**src/rtl/core/fdot_pkg.sv**
```systemverilog
// Shared types, codes and field layout of the job dispatch tracker.
package fdot_pkg;

  localparam int unsigned WAIT_DEPTH_DEF        = 64;
  localparam int unsigned OUTSTANDING_DEPTH_DEF = 64;

  localparam int unsigned OP_W      = 4;
  localparam int unsigned ID_W      = 32;
  localparam int unsigned SUB_W     = 16;
  localparam int unsigned ENTRY_W   = ID_W + SUB_W;
  localparam int unsigned STATUS_W  = 3;
  localparam int unsigned CNT_OUT_W = 7;
  localparam int unsigned LIMIT_W   = 8;

  // Stream word layout, lowest field first.
  localparam int unsigned IN_TDATA_W  = 56;
  localparam int unsigned OUT_FIELD_W = STATUS_W + 1 + ID_W + SUB_W + 2 * CNT_OUT_W;
  localparam int unsigned OUT_TDATA_W = 72;
  localparam int unsigned OUT_PAD_W   = OUT_TDATA_W - OUT_FIELD_W;

  localparam int unsigned IN_OP_LSB  = 0;
  localparam int unsigned IN_ID_LSB  = IN_OP_LSB + OP_W;
  localparam int unsigned IN_SUB_LSB = IN_ID_LSB + ID_W;

  localparam int unsigned OUT_FOUND_BIT = STATUS_W;
  localparam int unsigned OUT_ID_LSB    = OUT_FOUND_BIT + 1;
  localparam int unsigned OUT_SUB_LSB   = OUT_ID_LSB + ID_W;

  // Opcodes.
  localparam logic [OP_W-1:0] OP_PUSH_WAIT       = 4'd0;
  localparam logic [OP_W-1:0] OP_PUSH_OUTSTANDING = 4'd1;
  localparam logic [OP_W-1:0] OP_DISPATCH        = 4'd2;
  localparam logic [OP_W-1:0] OP_COMPLETE_ID     = 4'd3;
  localparam logic [OP_W-1:0] OP_COMPLETE_ID_SUB = 4'd4;
  localparam logic [OP_W-1:0] OP_COMPLETE_FRONT  = 4'd5;
  localparam logic [OP_W-1:0] OP_QUERY_ID        = 4'd6;
  localparam logic [OP_W-1:0] OP_QUERY_ID_SUB    = 4'd7;
  localparam logic [OP_W-1:0] OP_PEEK_WAIT       = 4'd8;
  localparam logic [OP_W-1:0] OP_PEEK_OUTSTANDING = 4'd9;

  // Result status codes.
  localparam logic [STATUS_W-1:0] ST_OK       = 3'd0;
  localparam logic [STATUS_W-1:0] ST_EMPTY    = 3'd1;
  localparam logic [STATUS_W-1:0] ST_LIMIT    = 3'd2;
  localparam logic [STATUS_W-1:0] ST_NOTFOUND = 3'd3;
  localparam logic [STATUS_W-1:0] ST_FULL     = 3'd4;

  typedef enum logic [3:0] {
    CMD_NONE,
    CMD_PUSH_W,
    CMD_PUSH_O,
    CMD_RD_HEAD,
    CMD_DISPATCH,
    CMD_WALK_START,
    CMD_SCAN,
    CMD_SHIFT,
    CMD_MARK,
    CMD_DROP
  } cmd_op_e;

  typedef struct packed {
    cmd_op_e             op;
    logic                in_load;
    logic                res_we;
    logic [STATUS_W-1:0] res_status;
    logic                res_found;
    logic                res_from_wait;
    logic                out_load;
  } cmd_t;

  typedef struct packed {
    logic [OP_W-1:0] op;
    logic            w_empty;
    logic            w_full;
    logic            o_full;
    logic            limit_hit;
    logic            match;
    logic            walk_done;
    logic            out_busy;
  } stat_t;

endpackage

```
**src/rtl/core/fdot_ctrl.sv**
```systemverilog
// Controller: sequences each request through decode, memory reads, list walk and shift.
module fdot_ctrl (
  input  logic            clk_i,
  input  logic            rst_ni,
  input  logic            s_axis_tvalid_i,
  output logic            s_axis_tready_o,
  input  fdot_pkg::stat_t stat_i,
  output fdot_pkg::cmd_t  cmd_o
);

  localparam logic [2:0] S_IDLE   = 3'd0;
  localparam logic [2:0] S_DECODE = 3'd1;
  localparam logic [2:0] S_DISP   = 3'd2;
  localparam logic [2:0] S_PEEKW  = 3'd3;
  localparam logic [2:0] S_SCAN   = 3'd4;
  localparam logic [2:0] S_SHIFT  = 3'd5;
  localparam logic [2:0] S_DONE   = 3'd6;

  logic [2:0] state_q, state_d;
  logic       removes;
  logic       front_op;

  assign removes  = (stat_i.op == fdot_pkg::OP_COMPLETE_ID) ||
                    (stat_i.op == fdot_pkg::OP_COMPLETE_ID_SUB) ||
                    (stat_i.op == fdot_pkg::OP_COMPLETE_FRONT);
  assign front_op = (stat_i.op == fdot_pkg::OP_COMPLETE_FRONT) ||
                    (stat_i.op == fdot_pkg::OP_PEEK_OUTSTANDING);

  assign s_axis_tready_o = (state_q == S_IDLE);

  always_comb begin
    state_d             = state_q;
    cmd_o.op            = fdot_pkg::CMD_NONE;
    cmd_o.in_load       = 1'b0;
    cmd_o.res_we        = 1'b0;
    cmd_o.res_status    = fdot_pkg::ST_OK;
    cmd_o.res_found     = 1'b0;
    cmd_o.res_from_wait = 1'b0;
    cmd_o.out_load      = 1'b0;
    case (state_q)
      S_IDLE: begin
        if (s_axis_tvalid_i) begin
          cmd_o.in_load = 1'b1;
          state_d       = S_DECODE;
        end
      end
      S_DECODE: begin
        cmd_o.res_we = 1'b1;
        state_d      = S_DONE;
        case (stat_i.op)
          fdot_pkg::OP_PUSH_WAIT: begin
            if (stat_i.w_full) begin
              cmd_o.res_status = fdot_pkg::ST_FULL;
            end else begin
              cmd_o.op = fdot_pkg::CMD_PUSH_W;
            end
          end
          fdot_pkg::OP_PUSH_OUTSTANDING: begin
            if (stat_i.o_full) begin
              cmd_o.res_status = fdot_pkg::ST_FULL;
            end else begin
              cmd_o.op = fdot_pkg::CMD_PUSH_O;
            end
          end
          fdot_pkg::OP_DISPATCH: begin
            if (stat_i.w_empty) begin
              cmd_o.res_status = fdot_pkg::ST_EMPTY;
            end else if (stat_i.limit_hit) begin
              cmd_o.res_status = fdot_pkg::ST_LIMIT;
            end else if (stat_i.o_full) begin
              cmd_o.res_status = fdot_pkg::ST_FULL;
            end else begin
              cmd_o.res_we = 1'b0;
              cmd_o.op     = fdot_pkg::CMD_RD_HEAD;
              state_d      = S_DISP;
            end
          end
          fdot_pkg::OP_PEEK_WAIT: begin
            if (stat_i.w_empty) begin
              cmd_o.res_status = fdot_pkg::ST_EMPTY;
            end else begin
              cmd_o.res_we = 1'b0;
              cmd_o.op     = fdot_pkg::CMD_RD_HEAD;
              state_d      = S_PEEKW;
            end
          end
          fdot_pkg::OP_COMPLETE_ID, fdot_pkg::OP_COMPLETE_ID_SUB,
          fdot_pkg::OP_COMPLETE_FRONT, fdot_pkg::OP_QUERY_ID,
          fdot_pkg::OP_QUERY_ID_SUB, fdot_pkg::OP_PEEK_OUTSTANDING: begin
            cmd_o.res_we = 1'b0;
            cmd_o.op     = fdot_pkg::CMD_WALK_START;
            state_d      = S_SCAN;
          end
          default: begin
          end
        endcase
      end
      S_DISP: begin
        cmd_o.op            = fdot_pkg::CMD_DISPATCH;
        cmd_o.res_we        = 1'b1;
        cmd_o.res_found     = 1'b1;
        cmd_o.res_from_wait = 1'b1;
        state_d             = S_DONE;
      end
      S_PEEKW: begin
        cmd_o.res_we        = 1'b1;
        cmd_o.res_found     = 1'b1;
        cmd_o.res_from_wait = 1'b1;
        state_d             = S_DONE;
      end
      S_SCAN: begin
        if (stat_i.match) begin
          cmd_o.res_we    = 1'b1;
          cmd_o.res_found = 1'b1;
          if (removes) begin
            cmd_o.op = fdot_pkg::CMD_MARK;
            state_d  = S_SHIFT;
          end else begin
            state_d = S_DONE;
          end
        end else if (stat_i.walk_done) begin
          // Front operations only miss when the list is empty.
          cmd_o.res_we     = 1'b1;
          cmd_o.res_status = front_op ? fdot_pkg::ST_EMPTY : fdot_pkg::ST_NOTFOUND;
          state_d          = S_DONE;
        end else begin
          cmd_o.op = fdot_pkg::CMD_SCAN;
        end
      end
      S_SHIFT: begin
        if (stat_i.walk_done) begin
          cmd_o.op = fdot_pkg::CMD_DROP;
          state_d  = S_DONE;
        end else begin
          cmd_o.op = fdot_pkg::CMD_SHIFT;
        end
      end
      S_DONE: begin
        if (!stat_i.out_busy) begin
          cmd_o.out_load = 1'b1;
          state_d        = S_IDLE;
        end
      end
      default: begin
        state_d = S_IDLE;
      end
    endcase
  end

  always_ff @(posedge clk_i or negedge rst_ni) begin
    if (!rst_ni) begin
      state_q <= S_IDLE;
    end else begin
      state_q <= state_d;
    end
  end

endmodule

```
**config.mk**
```make
export PLATFORM = sky130hd
export DESIGN_NAME = fdot_ctrl
export DESIGN_NICKNAME = d
export VERILOG_FILES = /design/src/rtl/core/fdot_pkg.sv /design/src/rtl/core/fdot_ctrl.sv
export SDC_FILE = /design/constraint.sdc
export NUM_CORES = 1
export LEC_CHECK = 0
export ABC_AREA = 1
export BUFFER_PORTS_ARGS = -buffer_cell sky130_fd_sc_hd__buf_2
export CAP_MARGIN = 20
export CORE_AREA = 2 2 39 41
export CTS_BUF_LIST = sky130_fd_sc_hd__clkbuf_16
export CTS_CLUSTER_SIZE = 14
export DETAILED_ROUTE_END_ITERATION = 6
export DIE_AREA = 0 0 41 43
export GPL_TIMING_DRIVEN = 0
export PLACE_DENSITY = 0.85
export SKIP_CTS_REPAIR_TIMING = 1
export SLEW_MARGIN = 15
export SYNTH_ARGS = -nofsm -noshare
export SYNTH_HDL_FRONTEND = slang
export SYNTH_SLANG_ARGS = --single-unit
```
**constraint.sdc**
```tcl
create_clock -name clk_i -period 1.43 [get_ports clk_i]
set_clock_uncertainty 0.05 [all_clocks]
set_input_delay 0.143 -clock clk_i [delete_from_list [all_inputs] [get_ports clk_i]]
set_output_delay 0.143 -clock clk_i [all_outputs]
set_load 0.01 [all_outputs]
```
# == Word level (Yosys, flattened, before mapping) ==
# Cells that the tools add are included.
# totals
reg_bits,3
output_inout_bits,13
word_cells,73
in_bits,14
# op_classes
eq_ne,17
muxes,47
reduce_logical,8
# op_table
cell,count
2-to-1 mux 3 bit,14
one-hot mux 4 bit (5 select lines),1
one-hot mux 3 bit (6 select lines),1
equality test 4 x 3 -> 1 bit (second input constant),4
2-to-1 mux 4 bit,4
one-hot mux 4 bit (4 select lines),1
2-to-1 mux 2 bit,7
2-to-1 mux 1 bit,13
one-hot mux 3 bit (4 select lines),1
equality test 3 bit (second input constant),3
one-hot mux 3 bit (3 select lines),1
equality test 4 x 2 -> 1 bit (second input constant),2
equality test 4 bit (second input constant),2
equality test 3 x 2 -> 1 bit (second input constant),2
one-hot mux 1 bit (3 select lines),2
one-hot mux 3 bit (2 select lines),1
OR reduction 6 bit,1
equality test 4 x 1 -> 1 bit (second input constant),1
zero test 4 bit,1
!= test 2 bit (second input constant),2
equality test 3 x 1 -> 1 bit (second input constant),1
zero test 3 bit,1
logical OR 1 bit,3
one-hot mux 1 bit (2 select lines),1
other kinds (2),2

# == Depth between registers and ports, before layout ==
# Gate-level depths: netlist of run 1.
# logic_depth
ltp_word,6
mapped_depth,8
depth_no_buf,8

# == Worst setup path before layout of run 1 ==
# No wires, ideal clock.
# synth_timing
kind,register to output
from,register state_q[0]
to,output cmd_o[4] in the netlist's numbering
path_stages_with_launch,7
slack_ns,0.120
t_arrival_ns,1.117
required_time_ns,1.237
n_path_buf,1
cell_sequence,dfrtp_1 -> buf_4 -> nor2_1 -> nand2_1 -> inv_1 -> nand3_1 -> o21ai_0
# synth_lines
item,line_no,source
start: declaration,fdot_ctrl.sv:19,"logic [2:0] state_q, state_d;"
start signal: assignment,fdot_ctrl.sv:154,state_q <= state_d;
end: declaration,fdot_ctrl.sv:8,output fdot_pkg::cmd_t cmd_o

==> flow_metrics.py, run 1 <==
metrics = {
    "placement": {
        "portBuffers": 26,
        "gp_congestion": 0.9304,
        "dpl.cell_count": 150,
        "pre_cts_ws_ps": 34.40,
        "dpl.hpwl_microns": 1181,
    },
    "clocking": {
        "clkLatencyLatePin_ps": 230,
        "htree_levels": 1,
        "clockBufferDepth": 2,
        "cts_made_buffers": 3,
        "cts-root-buf": "clkbuf_16",
        "path_clk_slew_ps": 30,
        "cts_sinks": 3,
        "cts_tree": "yes",
    },
    "worst_setup_path": {
        "crit_required_ps": 1240,
        "path_cells": "buf_6, inv_2, nand2_2, inv_1, or2_1, inv_1, nand2_1, buf_2",
        "worstRegToRegCells": 7,
        "critical_path_class": "reg2out",
        "cpMostUsedCell": "inv_1",
        "regToRegStartpoint": "state_q[1]",
        "slowest_stage": "dfrtp_1",
        "critPathMaxFanout": 6,
        "r2r-end": "state_q[0]",
        "crit_path_start_kind": "register",
        "cpPeakStageDelay_ps": 330,
        "regToRegSetupSlack_ps": 120,
        "critPathArrivalTime_ps": 1370,
        "end_kind": "output port",
    },
    "global_route": {
        "grt.total_usage": 0.1901,
        "grt_pass1_wl_microns": 2256,
        "antenna_found_initial": 0,
        "gr-total-overflow": 0,
        "grt_max_degree": 10,
        "grt_pass1_vias": 590,
    },
    "synth": {
        "synth_area_per_cell_sq_um": 5.318,
        "synth_top_area_cell": "nand2_1",
        "synth_top_area_share": 0.2026,
        "synth-seq-area-share": 0.1307,
        "synthesis.nets": 122,
        "syn-cell-area_sq_um": 574.3,
        "ys_ff_latch": 3,
        "synth.area.top_cells": "nand2_1 20%, dfrtp_1 13%, inv_1 12%",
        "synthCells": 108,
        "ys_warn_count": 0,
        "yosysUniqueCellTypes": 20,
    },
    "layout": {
        "area_growth_pct": 49.89,
        "reg_top3": "state_q x3",
        "drive_above_1_share": 0.3732,
        "largest_reg_flops": 3,
        "largest-register": "state_q",
        "final_cells": 158,
        "diodes": 0,
        "fillers": 141,
        "fin_nets": 157,
        "mostFrequentLayoutCell": "nand2_1",
        "mostFrequentLayoutCells": "30 x nand2_1, 26 x buf_2, 18 x inv_1",
    },
    "floorplanning": {
        "die_y_microns": 43,
        "die_area_sq_um": 1763,
        "row_count": 14,
        "start_util": 0.4150,
        "ios": 27,
        "core_area_sq_um": 1384,
        "die_x_microns": 41,
    },
    "timing": {
        "slew_viol_final": 0,
        "max_slew_margin": 0.7953,
        "max_clock_freq_ghz": 0.6383,
        "finalSetupViolCount": 8,
        "postLayoutSetupSlackWorst_ps": -136.7,
        "hold_viol": 0,
        "finalCritPeriodShare": 1.096,
        "rsz0062_at_grt": "yes",
        "worst_pin_slew_ps": 306.0,
        "post-route-min-period_ps": 1567,
        "hold_ws_ps": 206.4,
    },
    "outcome": {
        "status": "finished, violations left",
        "failed_checks": "setup timing",
    },
    "route": {
        "ant_nets": 0,
        "drtIter0Drc": 20,
        "vias_per_cell": 4.968,
        "first_pass_iters": 4,
        "via_count": 785,
        "drc_errors": 0,
        "wl_microns": 1588,
        "wl_per_cell_microns": 10.05,
    },
    "power": {
        "power.density_nw_per_um2": 1715,
        "leakagePower_nw": 0.5385,
        "peakVddDrop_uv": 1318,
    },
    "flow_run": {
        "drv_cap": 0,
    },
    "hold_path": {
        "worstHoldPathType": "in2async",
    },
}
## per-stage QoR
stage | power [mW] | area, sq um | utilization | TNS, ps
floorplan | 0.6744 | 574.3 | - | 0
global placement | 0.8886 | 724.4 | 0.5235 | 0
detailed placement | 0.9007 | 724.4 | 0.5235 | 0
CTS | 1.355 | 803.3 | 0.5805 | -802.3
global route | 1.572 | 860.8 | 0.6221 | -1224
finish | 1.476 | 860.8 | 0.6221 | -594.4
## Yosys cell counts (all sizes together)
master / count
o21ai: 5
nor4: 1
nand2: 35
o2111ai: 1
nand4: 5
nand3: 10
buf: 2
dfrtp: 3
nor2: 19
a21oi: 3
inv: 22
o211ai: 1
or2: 1
## routing by layer
metal,global-route usage,vias to the layer above,share of wire
met5,0,-,0
met4,0.04000,0,0
met3,0.09424,0,0.092
met2,0.2813,30,0.50
met1,0.2427,345,0.40
li1,-,410,-
## cells by family after synthesis
group           after synthesis  synth area share
simple gates                 71            0.6013
flops                         3            0.1307
buf+inv                      24            0.1699
compound gates               10           0.09803
## area by class of cell
| cell class | count | area (sq um) | share of cell area |
|---|---|---|---|
| multi-input combinational | 81 | 419.2 | 0.4869 |
| timing repair buffer | 30 | 162.7 | 0.1890 |
| inverter | 22 | 82.58 | 0.09593 |
| sequential | 3 | 75.07 | 0.08721 |
| clock buffer | 3 | 75.07 | 0.08721 |
| buffer | 2 | 22.52 | 0.02616 |
| tap | 16 | 20.02 | 0.02326 |
| clock inverter | 1 | 3.754 | 0.004360 |
## how the worst max path moves through the flow
stage | from | to | slack (ps)
after floorplan | state_q[0] | cmd_o[4] | 120
after global placement | state_q[0] | cmd_o[6] | 40
after detailed placement | state_q[0] | cmd_o[6] | 30
after CTS | state_q[0] | cmd_o[6] | -210
after global routing | state_q[0] | cmd_o[6] | -190
final | state_q[2] | cmd_o[6] | -140
## worst max-delay path, delay by kind of cell (launching register included)
family,cells,cell delay [ps]
AND/OR/NAND/NOR,3,390
flip-flops,1,330
buffers and inverters,5,430
## where the power goes
part / internal (mW) / total [mW] / switching, mW
Combinational: 0.352 / 0.866 / 0.513
Sequential: 0.127 / 0.162 / 0.0346
Clock: 0.362 / 0.449 / 0.0874
No activity file was read; power rests on OpenSTA's default activity.
==> run 2, diff against run 1 <==
==> constraint.sdc (replaced) <==
create_clock -name clk_i -period 1.84 [get_ports clk_i]
set_clock_uncertainty 0.05 [all_clocks]
set_input_delay 0.184 -clock clk_i [delete_from_list [all_inputs] [get_ports clk_i]]
set_output_delay 0.184 -clock clk_i [all_outputs]
set_load 0.01 [all_outputs]
==> flow_metrics.py, run 2 (synthesis results as in run 1) <==
metrics = {
    "timing": {
        "rsz0062_at_grt": "no",
        "max_clock_freq_ghz": 0.5882,
        "finalCritPeriodShare": 0.9239,
        "post-route-min-period_ps": 1700,
        "max_slew_margin": 0.7892,
        "worst_pin_slew_ps": 315.1,
        "hold_viol": 0,
        "tns_ps": 0,
        "finalSetupViolCount": 0,
        "slew_viol_final": 0,
    },
    "outcome": {
        "status": "completed",
    },
    "layout": {
        "fillers": 148,
        "mostFrequentLayoutCells": "31 x nand2_1, 26 x buf_2, 19 x inv_1",
        "fin_nets": 154,
        "reg_top3": "state_q x3",
        "mostFrequentLayoutCell": "nand2_1",
        "final_area_sq_um": 813.3,
        "post-route-util": 0.5877,
        "largest_reg_flops": 3,
        "area_growth_pct": 41.61,
        "drive_above_1_share": 0.3237,
        "largest-register": "state_q",
        "diodes": 0,
    },
    "route": {
        "topRoutingLayerUsed": "met3",
        "ant_nets": 0,
        "wl_microns": 1458,
        "via_count": 761,
        "drtIter0Drc": 26,
        "first_pass_iters": 4,
        "wl_per_cell_microns": 9.406,
        "drt-met1-wl_microns": 622,
        "wl_met3_microns": 97,
        "route.met2.wl_microns": 738,
        "vias_per_cell": 4.910,
        "drc_errors": 0,
    },
    "worst_setup_path": {
        "critPathMaxFanout": 8,
        "worstRegToRegCells": 7,
        "cpMostUsedCell": "nand2_1",
        "r2r-end": "state_q[0]",
        "crit_required_ps": 1610,
        "path_cells": "buf_4, nor2_1, nand2_1, a21oi_1, or2_1, inv_1, nand2_1, buf_2",
        "end_kind": "output port",
        "critPathArrivalTime_ps": 1470,
        "regToRegSetupSlack_ps": 560,
        "critical_path_class": "reg2out",
        "regToRegStartpoint": "state_q[1]",
        "slowest_stage": "dfrtp_1",
        "crit_path_start_kind": "register",
        "cpPeakStageDelay_ps": 360,
    },
    "clocking": {
        "cts_sinks": 3,
        "clockBufferDepth": 2,
        "clkLatencyLatePin_ps": 230,
        "cts_tree": "yes",
        "cts_made_buffers": 3,
        "cts-root-buf": "clkbuf_16",
        "htree_levels": 1,
        "path_clk_slew_ps": 30,
    },
    "placement": {
        "dpl.hpwl_microns": 1181,
        "portBuffers": 26,
        "gp_congestion": 0.9304,
        "place_area_sq_um": 724.4,
    },
    "global_route": {
        "antenna_found_initial": 0,
        "grt_pass1_wl_microns": 2256,
        "grt.total_usage": 0.1901,
        "grt_max_degree": 10,
        "grt_pass1_vias": 590,
        "gr-total-overflow": 0,
    },
    "hold_path": {
        "hold_end": "state_q[0]",
        "hold_start": "stat_i[2]",
        "hold_depth": 3,
        "worstHoldPathType": "in2reg",
    },
    "floorplanning": {
        "die_x_microns": 41,
        "start_util": 0.4150,
        "ios": 27,
        "row_count": 14,
        "core_area_sq_um": 1384,
        "die_area_sq_um": 1763,
        "die_y_microns": 43,
    },
    "power": {
        "peakVddDrop_uv": 899.3,
        "power.density_nw_per_um2": 1290,
        "leakagePower_nw": 0.5224,
    },
    "flow_run": {
        "drv_cap": 0,
    },
}
run 2: area by class of cell:
class,instances,area [sq um],share of cell area
plain buffers,2,15.01,0.01846
clock inverters,1,3.754,0.004615
clock buffers,3,75.07,0.09231
repair buffers,27,140.1,0.1723
flip-flops and latches,3,75.07,0.09231
multi-input cells,81,401.6,0.4938
well taps,16,20.02,0.02462
inverters,22,82.58,0.1015
run 2: metal layers:
metal | global-route usage | up-vias
met5 | 0 | -
met4 | 0.04000 | 0
met3 | 0.09424 | 0
met2 | 0.2813 | 24
met1 | 0.2427 | 334
li1 | - | 403
run 2: worst max-delay path, delay by kind of cell (launching register included):
kind            cells  cell delay [ps]
simple gates        4              390
flops               1              360
buf+inv             3              320
compound gates      1              170
run 2: report_power, final:
part           switching [mW]  internal, mW  total [mW]
registers              0.0178        0.0986       0.116
clock network          0.0655         0.281       0.346
logic                   0.366         0.220       0.586
run 2: worst max path at each step:
stage	end	start	cells past startpoint
4_1_cts	cmd_o[6]	state_q[0]	8
5_1_grt	cmd_o[4]	state_q[0]	7
2_1_floorplan	cmd_o[4]	state_q[0]	6
3_5_place_dp	cmd_o[6]	state_q[0]	8
3_3_place_gp	cmd_o[6]	state_q[0]	8
6_report	cmd_o[6]	state_q[0]	8
run 2: metrics by stage:
| stage | hold WS, ps | cells | worst slack, ps | power [mW] |
|---|---|---|---|---|
| detailed placement | -65.62 | 150 | 403.4 | 0.7000 |
| global route | 243.4 | 155 | 46.46 | 1.129 |
| global placement | -72.05 | 150 | 414.0 | 0.6906 |
| finish | 220.7 | 155 | 140.0 | 1.049 |
| floorplan | -161.6 | 108 | 489.1 | 0.5242 |
| CTS | -303.0 | 154 | 160.9 | 1.053 |
